--- src/rtl/rrht_pkg.sv ---
// rrht_pkg: shared widths, codes and controller/datapath interface types
// for the rectangle region hit tester. Depends on nothing.
package rrht_pkg;

    localparam int MAX_REGIONS = 16;
    localparam int COORD_BITS  = 16;
    localparam int IDX_W       = $clog2(MAX_REGIONS);
    localparam int COUNT_W     = 5;
    localparam int REG_IDX_W   = 5;
    localparam int KIND_W      = 2;
    localparam int FIRST_W     = 4;
    localparam int MASK_W      = 16;

    // input tdata layout
    localparam int IN_IDX_LO = 0;
    localparam int IN_AX_LO  = IN_IDX_LO + REG_IDX_W;
    localparam int IN_AY_LO  = IN_AX_LO + COORD_BITS;
    localparam int IN_BX_LO  = IN_AY_LO + COORD_BITS;
    localparam int IN_BY_LO  = IN_BX_LO + COORD_BITS;
    localparam int IN_EN_LO  = IN_BY_LO + COORD_BITS;
    localparam int IN_PX_LO  = IN_EN_LO + 1;
    localparam int IN_PY_LO  = IN_PX_LO + COORD_BITS;
    localparam int IN_BITS   = IN_PY_LO + COORD_BITS;
    localparam int IN_TDATA_W = ((IN_BITS + 7) / 8) * 8;

    // output tdata layout
    localparam int OUT_BITS    = 1 + FIRST_W + MASK_W + 1;
    localparam int OUT_TDATA_W = ((OUT_BITS + 7) / 8) * 8;

    localparam logic [KIND_W-1:0] KIND_WRITE  = 2'd0;
    localparam logic [KIND_W-1:0] KIND_ENABLE = 2'd1;
    localparam logic [KIND_W-1:0] KIND_QUERY  = 2'd2;

    typedef logic signed [COORD_BITS-1:0] t_coord;

    typedef struct packed {
        logic load_item;
        logic update;
        logic scan_step;
        logic load_out;
        logic cfg_write;
    } t_cmd;

    typedef struct packed {
        logic [KIND_W-1:0] kind;
        logic              count_zero;
        logic              scan_last;
        logic              out_free;
    } t_sts;

endpackage

--- src/rtl/rrht_datapath.sv ---
// rrht_datapath: region table, item registers, scan comparator and output register.
// Depends on rrht_pkg; driven by rrht_ctrl commands.
module rrht_datapath (
    input  logic                            i_clk,
    input  logic                            i_rst_n,
    input  rrht_pkg::t_cmd                  i_cmd,
    output rrht_pkg::t_sts                  o_sts,
    input  logic [rrht_pkg::IN_TDATA_W-1:0] i_s_tdata,
    input  logic [rrht_pkg::KIND_W-1:0]     i_s_tuser,
    input  logic [rrht_pkg::COUNT_W-1:0]    i_cfg_data,
    output logic                            o_m_tvalid,
    input  logic                            i_m_tready,
    output logic [rrht_pkg::OUT_TDATA_W-1:0] o_m_tdata
);
    import rrht_pkg::*;

    // item registers
    logic [KIND_W-1:0]    r_kind;
    logic [REG_IDX_W-1:0] r_idx;
    t_coord               r_ax, r_ay, r_bx, r_by, r_px, r_py;
    logic                 r_en_flag;

    // region table
    t_coord               r_xl [MAX_REGIONS];
    t_coord               r_xh [MAX_REGIONS];
    t_coord               r_yl [MAX_REGIONS];
    t_coord               r_yh [MAX_REGIONS];
    logic [MAX_REGIONS-1:0] r_written;
    logic [MAX_REGIONS-1:0] r_enabled;
    logic [COUNT_W-1:0]   r_count;

    // scan and result
    logic [IDX_W-1:0]     r_scan;
    logic                 r_found;
    logic [FIRST_W-1:0]   r_first;
    logic [MASK_W-1:0]    r_mask;
    logic                 r_err;

    logic                   r_out_valid;
    logic [OUT_TDATA_W-1:0] r_out_data;

    logic                 idx_err;
    logic [IDX_W-1:0]     wr_idx;
    t_coord               rd_xl, rd_xh, rd_yl, rd_yh;
    logic                 hit;
    logic [COUNT_W-1:0]   scan_next;
    logic [COUNT_W-1:0]   cfg_sat;

    assign idx_err   = r_idx >= REG_IDX_W'(r_count);
    assign wr_idx    = r_idx[IDX_W-1:0];
    assign rd_xl     = r_written[r_scan] ? r_xl[r_scan] : '0;
    assign rd_xh     = r_written[r_scan] ? r_xh[r_scan] : '0;
    assign rd_yl     = r_written[r_scan] ? r_yl[r_scan] : '0;
    assign rd_yh     = r_written[r_scan] ? r_yh[r_scan] : '0;
    assign hit       = r_enabled[r_scan] && (r_px >= rd_xl) && (r_px <= rd_xh)
                       && (r_py >= rd_yl) && (r_py <= rd_yh);
    assign scan_next = COUNT_W'(r_scan) + COUNT_W'(1);
    assign cfg_sat   = (i_cfg_data > COUNT_W'(MAX_REGIONS)) ? COUNT_W'(MAX_REGIONS)
                                                            : i_cfg_data;

    assign o_sts.kind       = r_kind;
    assign o_sts.count_zero = (r_count == '0);
    assign o_sts.scan_last  = (scan_next == r_count);
    assign o_sts.out_free   = !r_out_valid || i_m_tready;

    assign o_m_tvalid = r_out_valid;
    assign o_m_tdata  = r_out_data;

    // item capture, scan and result
    always_ff @(posedge i_clk) begin
        if (i_cmd.load_item) begin
            r_kind    <= i_s_tuser;
            r_idx     <= i_s_tdata[IN_IDX_LO +: REG_IDX_W];
            r_ax      <= i_s_tdata[IN_AX_LO +: COORD_BITS];
            r_ay      <= i_s_tdata[IN_AY_LO +: COORD_BITS];
            r_bx      <= i_s_tdata[IN_BX_LO +: COORD_BITS];
            r_by      <= i_s_tdata[IN_BY_LO +: COORD_BITS];
            r_en_flag <= i_s_tdata[IN_EN_LO];
            r_px      <= i_s_tdata[IN_PX_LO +: COORD_BITS];
            r_py      <= i_s_tdata[IN_PY_LO +: COORD_BITS];
            r_scan    <= '0;
            r_found   <= 1'b0;
            r_first   <= '0;
            r_mask    <= '0;
            r_err     <= 1'b0;
        end else if (i_cmd.update) begin
            r_err <= idx_err;
        end else if (i_cmd.scan_step) begin
            r_scan <= r_scan + IDX_W'(1);
            if (hit) begin
                r_mask <= r_mask | (MASK_W'(1) << r_scan);
                if (!r_found) begin
                    r_found <= 1'b1;
                    r_first <= FIRST_W'(r_scan);
                end
            end
        end
    end

    // box storage
    always_ff @(posedge i_clk) begin
        if (i_cmd.update && !idx_err && r_kind == KIND_WRITE) begin
            r_xl[wr_idx] <= (r_ax < r_bx) ? r_ax : r_bx;
            r_xh[wr_idx] <= (r_ax > r_bx) ? r_ax : r_bx;
            r_yl[wr_idx] <= (r_ay < r_by) ? r_ay : r_by;
            r_yh[wr_idx] <= (r_ay > r_by) ? r_ay : r_by;
        end
    end

    // enables, written marks, count
    always_ff @(posedge i_clk) begin
        if (!i_rst_n) begin
            r_written <= '0;
            r_enabled <= '0;
            r_count   <= '0;
        end else if (i_cmd.cfg_write) begin
            r_enabled <= '0;
            r_count   <= cfg_sat;
        end else if (i_cmd.update && !idx_err) begin
            r_enabled[wr_idx] <= r_en_flag;
            if (r_kind == KIND_WRITE) begin
                r_written[wr_idx] <= 1'b1;
            end
        end
    end

    // output register
    always_ff @(posedge i_clk) begin
        if (!i_rst_n) begin
            r_out_valid <= 1'b0;
        end else if (i_cmd.load_out) begin
            r_out_valid <= 1'b1;
        end else if (i_m_tready) begin
            r_out_valid <= 1'b0;
        end
    end

    always_ff @(posedge i_clk) begin
        if (i_cmd.load_out) begin
            r_out_data <= OUT_TDATA_W'({r_err, r_mask, r_first, r_found});
        end
    end

endmodule

--- config.mk ---
export PLATFORM = sky130hd
export DESIGN_NAME = rrht_datapath
export DESIGN_NICKNAME = d
export VERILOG_FILES = /design/src/rtl/rrht_pkg.sv /design/src/rtl/rrht_datapath.sv
export SDC_FILE = /design/constraint.sdc
export NUM_CORES = 1
export LEC_CHECK = 0
export BUFFER_PORTS_ARGS = -buffer_cell sky130_fd_sc_hd__buf_2
export CELL_PAD_IN_SITES_DETAIL_PLACEMENT = 0
export CELL_PAD_IN_SITES_GLOBAL_PLACEMENT = 2
export CORE_MARGIN = 1.5
export CORE_UTILIZATION = 44
export CTS_CLUSTER_DIAMETER = 40
export DETAILED_ROUTE_END_ITERATION = 16
export GPL_ROUTABILITY_DRIVEN = 0
export PLACE_DENSITY_LB_ADDON = 0.1
export SETUP_SLACK_MARGIN = 0.15
export SLEW_MARGIN = 10
export SYNTH_ARGS = -nofsm -noshare
export SYNTH_HDL_FRONTEND = slang
export SYNTH_SLANG_ARGS = --single-unit
--- constraint.sdc ---
create_clock -name i_clk -period 6.5 [get_ports i_clk]
set_input_delay 0.325 -clock i_clk [delete_from_list [all_inputs] [get_ports i_clk]]
set_output_delay 0.325 -clock i_clk [all_outputs]
set_load 0.1 [all_outputs]
==> results_dict.tcl, run 1 <==
set metrics [dict create \
    required_ns 7.18 \
    drt_iter0_markers 1852 \
    slew_headroom_pct 18.1 \
    r2r_cells 15 \
    antenna_found_initial 1 \
    seqCellArea_um2 35900 \
    finalHoldViolations 0 \
    crit_path_start_kind "flop" \
    grt_pass1_vias 25216 \
    critical_path_class "flop to flop" \
    drive_gt1_share_pct 30.4 \
    ant_nets 0 \
    synth_cells 2328 \
    nNetsFinal 2950 \
    die_width_um 335 \
    fillers 8543 \
    clk_latency_ns 0.76 \
    port_buffers 144 \
    yosys_most_used_dff "edfxtp_1" \
    drt-pass1-iter-count 5 \
    dieHeight_um 335 \
    yosys_warnings 0 \
    cts_tree "done" \
    grt_overflow 0 \
    status "finished, final reports clean" \
    synth_area_um2 48400 \
    htree_num_levels 4 \
    dieArea_um2 112000 \
    synth_edf_count 1150 \
    synth_seq_area_share_pct 74.1 \
    core_area_um2 109000 \
    clock.fmax_ghz 0.199 \
    end_kind "flop" \
    ys_ff_latch 1218 \
    worstHoldPathCells 1 \
    drc 0 \
    clkTransAtPathRegs_ns 0.06 \
    tightestPinTransition_ns 1.23 \
    hp-start "i_cmd[1]" \
    hold_end "o_m_tdata[21]" \
    grt_usage_pct 21.8 \
    cts_made_buffers 161 \
    clock_sinks 1218 \
    detail_route.wl_per_cell_um 28.1 \
    maxCapViolCount 0 \
    r2r_slack_ns 1.47 \
    slew_violations 0 \
    grt_max_degree 66 \
    peakVddDrop_mv 0.269 \
    skew_ns 0.0210 \
    setup_viol 0 \
    root_buffer "clkbuf_16" \
    async_reset_ff_share_pct 0 \
    initial_core_util_pct 44.4 \
    min_period_ns 5.03 \
    reg2reg_to "r_first[2]" \
    min_period_over_period_pct 77.4 \
    cts_max_path_buffers 3 \
    post-place-ws_ns 1.40 \
    viasPerCell 5.68 \
    vias 24294 \
    crit_arrival_ns 5.71 \
    io_pins 149 \
    setup_ws_ns 1.47 \
    grt_pass1_wl_um 173000 \
    worstPathMaxFanout 25 \
    final.setup.tns_ns 0 \
    dp_hpwl_um 64600 \
    worstHoldPathType "input port to flop" \
    multi_input_area_um2 12000 \
    power.density_nw_per_um2 331 \
    synth.distinct_cells 55 \
    cts_resized 0 \
    cts_setup_buffers 0 \
    synth.avg_cell_area_um2 20.8 \
    power_leakage_nw 18.9 \
    routed_wl_um 120000 \
    rsz0062_at_grt "no" \
    rows 121 \
    area_growth_pct 20.0 \
]
[worst max-delay path, stage by stage, from the launching register on]
cell	delay (ns)
dfxtp_4	0.43
buf_4	0.34
buf_4	0.52
mux4_2	0.58
mux4_2	0.54
nand2_1	0.11
ha_1	0.24
a21o_1	0.17
nand3_1	0.08
a211oi_1	0.07
or4b_1	0.53
mux2i_1	0.25
nor4_4	0.31
buf_4	0.27
and2b_1	0.27
mux2i_1	0.21
[flip-flops by register name, summed over array words and instances (netlist names), 22 cells and up, named ones only]
name	cells
r_yh	256
r_xl	256
o_m_tdata	22
r_yl	256
r_xh	256
[cell families (layout without fill, tap and decap cells)]
group	Yosys count	count (layout)	share of synthesized area, %
compound gates	144	144	1.90
xor+xnor	7	7	0.127
fa+ha+maj	107	107	2.77
buf+inv	154	685	1.24
flops	1218	1218	74.1
mux	399	399	16.9
other cells	1	3	0.00775
simple gates	298	298	2.95
[routing by layer]
layer	part of all wire, %	global-route usage [%]	vias up
li1	-	-	10472
met4	2.5	6.73	0
met5	0	0	-
met2	48	34.7	671
met1	45	31.0	12972
met3	4.8	3.66	179
[report_power, final]
part	leakage, nW	internal (mW)	switching (mW)
registers	11.0	8.97	0.0802
clock network	2.56	5.36	3.46
logic	5.28	0.522	0.863
total	18.9	14.9	4.40
[cells in the mapped netlist, drive strengths merged (3+ instances only)]
library cell,instances,area [µm²]
edfxtp,1150,34500
mux4,329,7410
nand2,121,454
ha,107,1340
clkbuf,78,293
dfxtp,68,1360
nor2,53,199
inv,48,180
mux2,48,541
a21oi,45,225
nor2b,41,257
o21ai,34,170
buf,28,125
nor3,24,125
mux2i,22,220
nand4,18,113
a21o,12,90.1
a32o,12,120
and2,9,56.3
nand2b,9,56.3
nand3,9,45.0
a211oi,7,52.6
a31oi,6,37.5
o211ai,5,37.5
o21a,5,37.5
and4,4,35.0
xnor2,4,35.0
a2111oi,3,26.3
xor2,3,26.3
[through the flow]
| step | cell area [µm²] | hold slack, ns | util (%) | power (mW) | cells |
|---|---|---|---|---|---|
| after detailed placement | 51400 | 0.421 | 47.2 | 10.6 | 3851 |
| final | 58100 | 0.0568 | 53.3 | 19.3 | 4275 |
| after CTS | 58100 | 0.0112 | 53.3 | 19.4 | 4274 |
| after floorplan | 48400 | 0.404 | - | 10.0 | 2329 |
| after global routing | 58100 | 0.0490 | 53.3 | 19.9 | 4274 |
| after global placement | 51400 | 0.419 | 47.2 | 10.5 | 3851 |
[cell type report]
type | count | share of cell area [%]
diodes | 1 | 0.00431
clock buffers | 184 | 7.19
clock inverters | 115 | 2.15
inverters | 48 | 0.310
multi-input cells | 957 | 20.7
flip-flops and latches | 1218 | 61.8
well taps | 1414 | 3.05
repair buffers | 338 | 4.77
[cell usage in the layout, fill, tap and decap left out, types with 53 or more instances in the layout]
cell type,n
edfxtp_1,1150
clkbuf_16,164
ha_1,107
mux4_2,329
dfxtp_1,64
dlygate4sd3_1,124
nand2_1,121
buf_2,143
nor2_1,53
[repair_timing]
action,CTS,global route
hold endpoints to repair,127,0
setup endpoints to repair,0,0
hold buffers,124,0
[worst max-delay path by stage]
stage	start	to	slack [ns]	cells past startpoint
after floorplan	r_idx[0]	r_xh[7][0]	-0.61	9
after global placement	flop	r_first[1]	1.39	15
after detailed placement	flop	r_first[2]	1.40	15
after CTS	flop	r_first[1]	1.36	15
after global routing	flop	r_first[2]	1.15	15
final	flop	r_first[2]	1.47	15
(Power assumes the default switching activity.)
==> run 2, diff against run 1 <==
==> constraint.sdc (replaced) <==
create_clock -name i_clk -period 4.5 [get_ports i_clk]
set_input_delay 0.225 -clock i_clk [delete_from_list [all_inputs] [get_ports i_clk]]
set_output_delay 0.225 -clock i_clk [all_outputs]
set_load 0.1 [all_outputs]
==> run 2 against run 1 <==
Fmax rose by 17%. Final area rose by 2.1%. Power rose by 43%. Sequential share of layout area fell by 1.3 points. Largest cell class unchanged. Largest power group unchanged. Highest routed layer unchanged.
==> results_dict.tcl, run 2 (same netlist as run 1, synthesis figures left out) <==
set metrics [dict create \
    pwr-share-comb_pct 7.9 \
    crit_path_start_kind "flop" \
    port_buffers 144 \
    dp_hpwl_um 68400 \
    worstHoldPathCells 5 \
    multi_input_area_um2 12200 \
    use_met3_pct 4.00 \
    dieArea_um2 112000 \
    finalHoldViolations 0 \
    switching_power_mw 6.33 \
    rows 121 \
    die_width_um 335 \
    crit_arrival_ns 4.98 \
    grt_pass1_vias 25746 \
    hold_end "r_written[8]" \
    drc 0 \
    met2_usage_pct 35.5 \
    worstHoldPathType "input port to flop" \
    htree_num_levels 4 \
    drive_gt1_share_pct 33.0 \
    busiest_layer "met2" \
    drt_iter0_markers 2112 \
    critical_path_class "flop to flop" \
    whs_ns 0.177 \
    ant_nets 0 \
    clkTransAtPathRegs_ns 0.06 \
    grt_util_met1_pct 30.6 \
    power.density_nw_per_um2 466 \
    reg2reg_to "r_mask[15]" \
    final.setup.tns_ns 0 \
    clock_sinks 1218 \
    power_leakage_nw 19.6 \
    routed_wl_um 120000 \
    area_growth_pct 22.5 \
    required_ns 5.17 \
    maxCapViolCount 0 \
    dieHeight_um 335 \
    switching_share_pct 22.9 \
    io_pins 149 \
    detail_route.wl_per_cell_um 27.6 \
    status "finished, final reports clean" \
    grt_pass1_wl_um 174000 \
    rsz0062_at_grt "yes" \
    r2r_cells 16 \
    min_period_ns 4.31 \
    slew_headroom_pct 19.9 \
    grt_max_degree 54 \
    intPower_mw 21.3 \
    skew_ns 0.0213 \
    cts_tree "done" \
    end_kind "flop" \
    worstPathMaxFanout 17 \
    final_cell_mix "edfxtp_1 (1150), mux4_2 (329), clkbuf_16 (162)" \
    root_buffer "clkbuf_16" \
    cts_max_path_buffers 3 \
    viasPerCell 5.64 \
    core_area_um2 109000 \
    min_period_over_period_pct 95.8 \
    clock.fmax_ghz 0.232 \
    critical_path.cell_chain "buf_12 -> buf_16 -> buf_16 -> mux4_2 -> mux4_2 -> nand2_2 -> ha_1 -> a21oi_1 -> a21oi_1 -> or4b_4 -> mux2i_2 -> nor4_4 -> buf_4 -> buf_4 -> a31oi_2 -> nor2_1" \
    setup_viol 0 \
    p_clk_share_pct 44.8 \
    hp-start "i_cmd[0]" \
    clk_latency_ns 0.76 \
    fillers 8466 \
    cts_made_buffers 156 \
    max_stage_delay_ns 0.55 \
    layout_commonest_cell "edfxtp_1" \
    tightestPinTransition_ns 1.19 \
    grt_usage_pct 21.8 \
    initial_core_util_pct 44.4 \
    drt-pass1-iter-count 5 \
    peakVddDrop_mv 0.286 \
    nNetsFinal 3036 \
    slowest_stage "or4b_4" \
    slew_violations 0 \
    r2r_slack_ns 0.19 \
    antenna_found_initial 0 \
    p_seq_share_pct 47.3 \
    seqCellArea_um2 35900 \
    grt_overflow 0 \
    vias 24535 \
    antenna_cells 0 \
]
run 2: changes by cell type in the layout (fill, tap and decap cells not counted), moves of 5 or more:
| cell | previous run | this run |
|---|---|---|
| clkinv_1 | 20 | 11 |
| clkinvlp_4 | 26 | 10 |
| buf_8 | 0 | 5 |
| buf_12 | 22 | 41 |
| clkinv_2 | 11 | 25 |
| buf_16 | 0 | 10 |
| nor3_2 | 10 | 2 |
| nor3_4 | 0 | 9 |
| buf_4 | 48 | 93 |
| buf_6 | 1 | 6 |
run 2: cell type report:
cell class,count,area share (%)
timing repair buffer,429,6.80
clock buffer,180,6.86
sequential,1218,60.6
clock inverter,105,1.97
multi-input combinational,957,20.5
inverter,48,0.304
tap,1414,2.98
run 2: how the worst max path moves through the flow:
stage,slack [ns],startpoint,cells after the start,to
after floorplan,-0.74,r_idx[0],8,r_xh[12][0]
after global placement,-0.15,r_scan[0],16,r_mask[11]
after detailed placement,-0.19,r_scan[0],15,r_first[2]
after CTS,0.16,flop,17,r_mask[13]
after global routing,0.07,r_scan[0],16,r_first[0]
final,0.19,flop,16,r_mask[15]
run 2: power by group through the flow:
stage | combinational, mW | clock, mW | sequential, mW
detailed placement | 2.03 | 0 | 13.3
finish | 2.19 | 12.4 | 13.1
CTS | 2.17 | 12.6 | 13.1
global placement | 1.96 | 0 | 13.3
global route | 2.39 | 13.0 | 13.1
floorplan | 1.20 | 0 | 13.3
run 2: layer usage:
metal	vias to the layer above	share of wire, %
li1	10654	-
met1	13024	44
met2	680	49
met3	177	5.4
met4	0	1.9
met5	-	0
run 2: timing repair:
action	4_1_cts	5_1_grt
hold buffers	127	0
setup endpoints to repair	21	21
buffers inserted	11	17
gates resized for setup	17	36
hold endpoints to repair	191	0
pin swaps	5	6
cloned	3	3
run 2: critical path, delay by kind of cell, from the launching register on:
| family | cells | cell delay (ns) |
|---|---|---|
| muxes | 3 | 1.23 |
| DFF | 1 | 0.36 |
| AOI/OAI and AO/OA | 3 | 0.39 |
| and+or+nand+nor | 4 | 1.05 |
| buffers and inverters | 5 | 0.88 |
| adders and majority gates | 1 | 0.26 |
run 2: per-stage QoR:
step                utilization (%)  setup WS, ns  power [mW]  instance area [µm²]  instances
floorplan                         -        -0.738        14.5                48500       2329
global placement               47.9        -0.151        15.3                52200       3905
detailed placement             47.9        -0.187        15.3                52200       3905
CTS                            54.1         0.163        27.8                58900       4331
global route                   54.4        0.0651        28.5                59300       4351
finish                         54.4         0.190        27.6                59300       4351
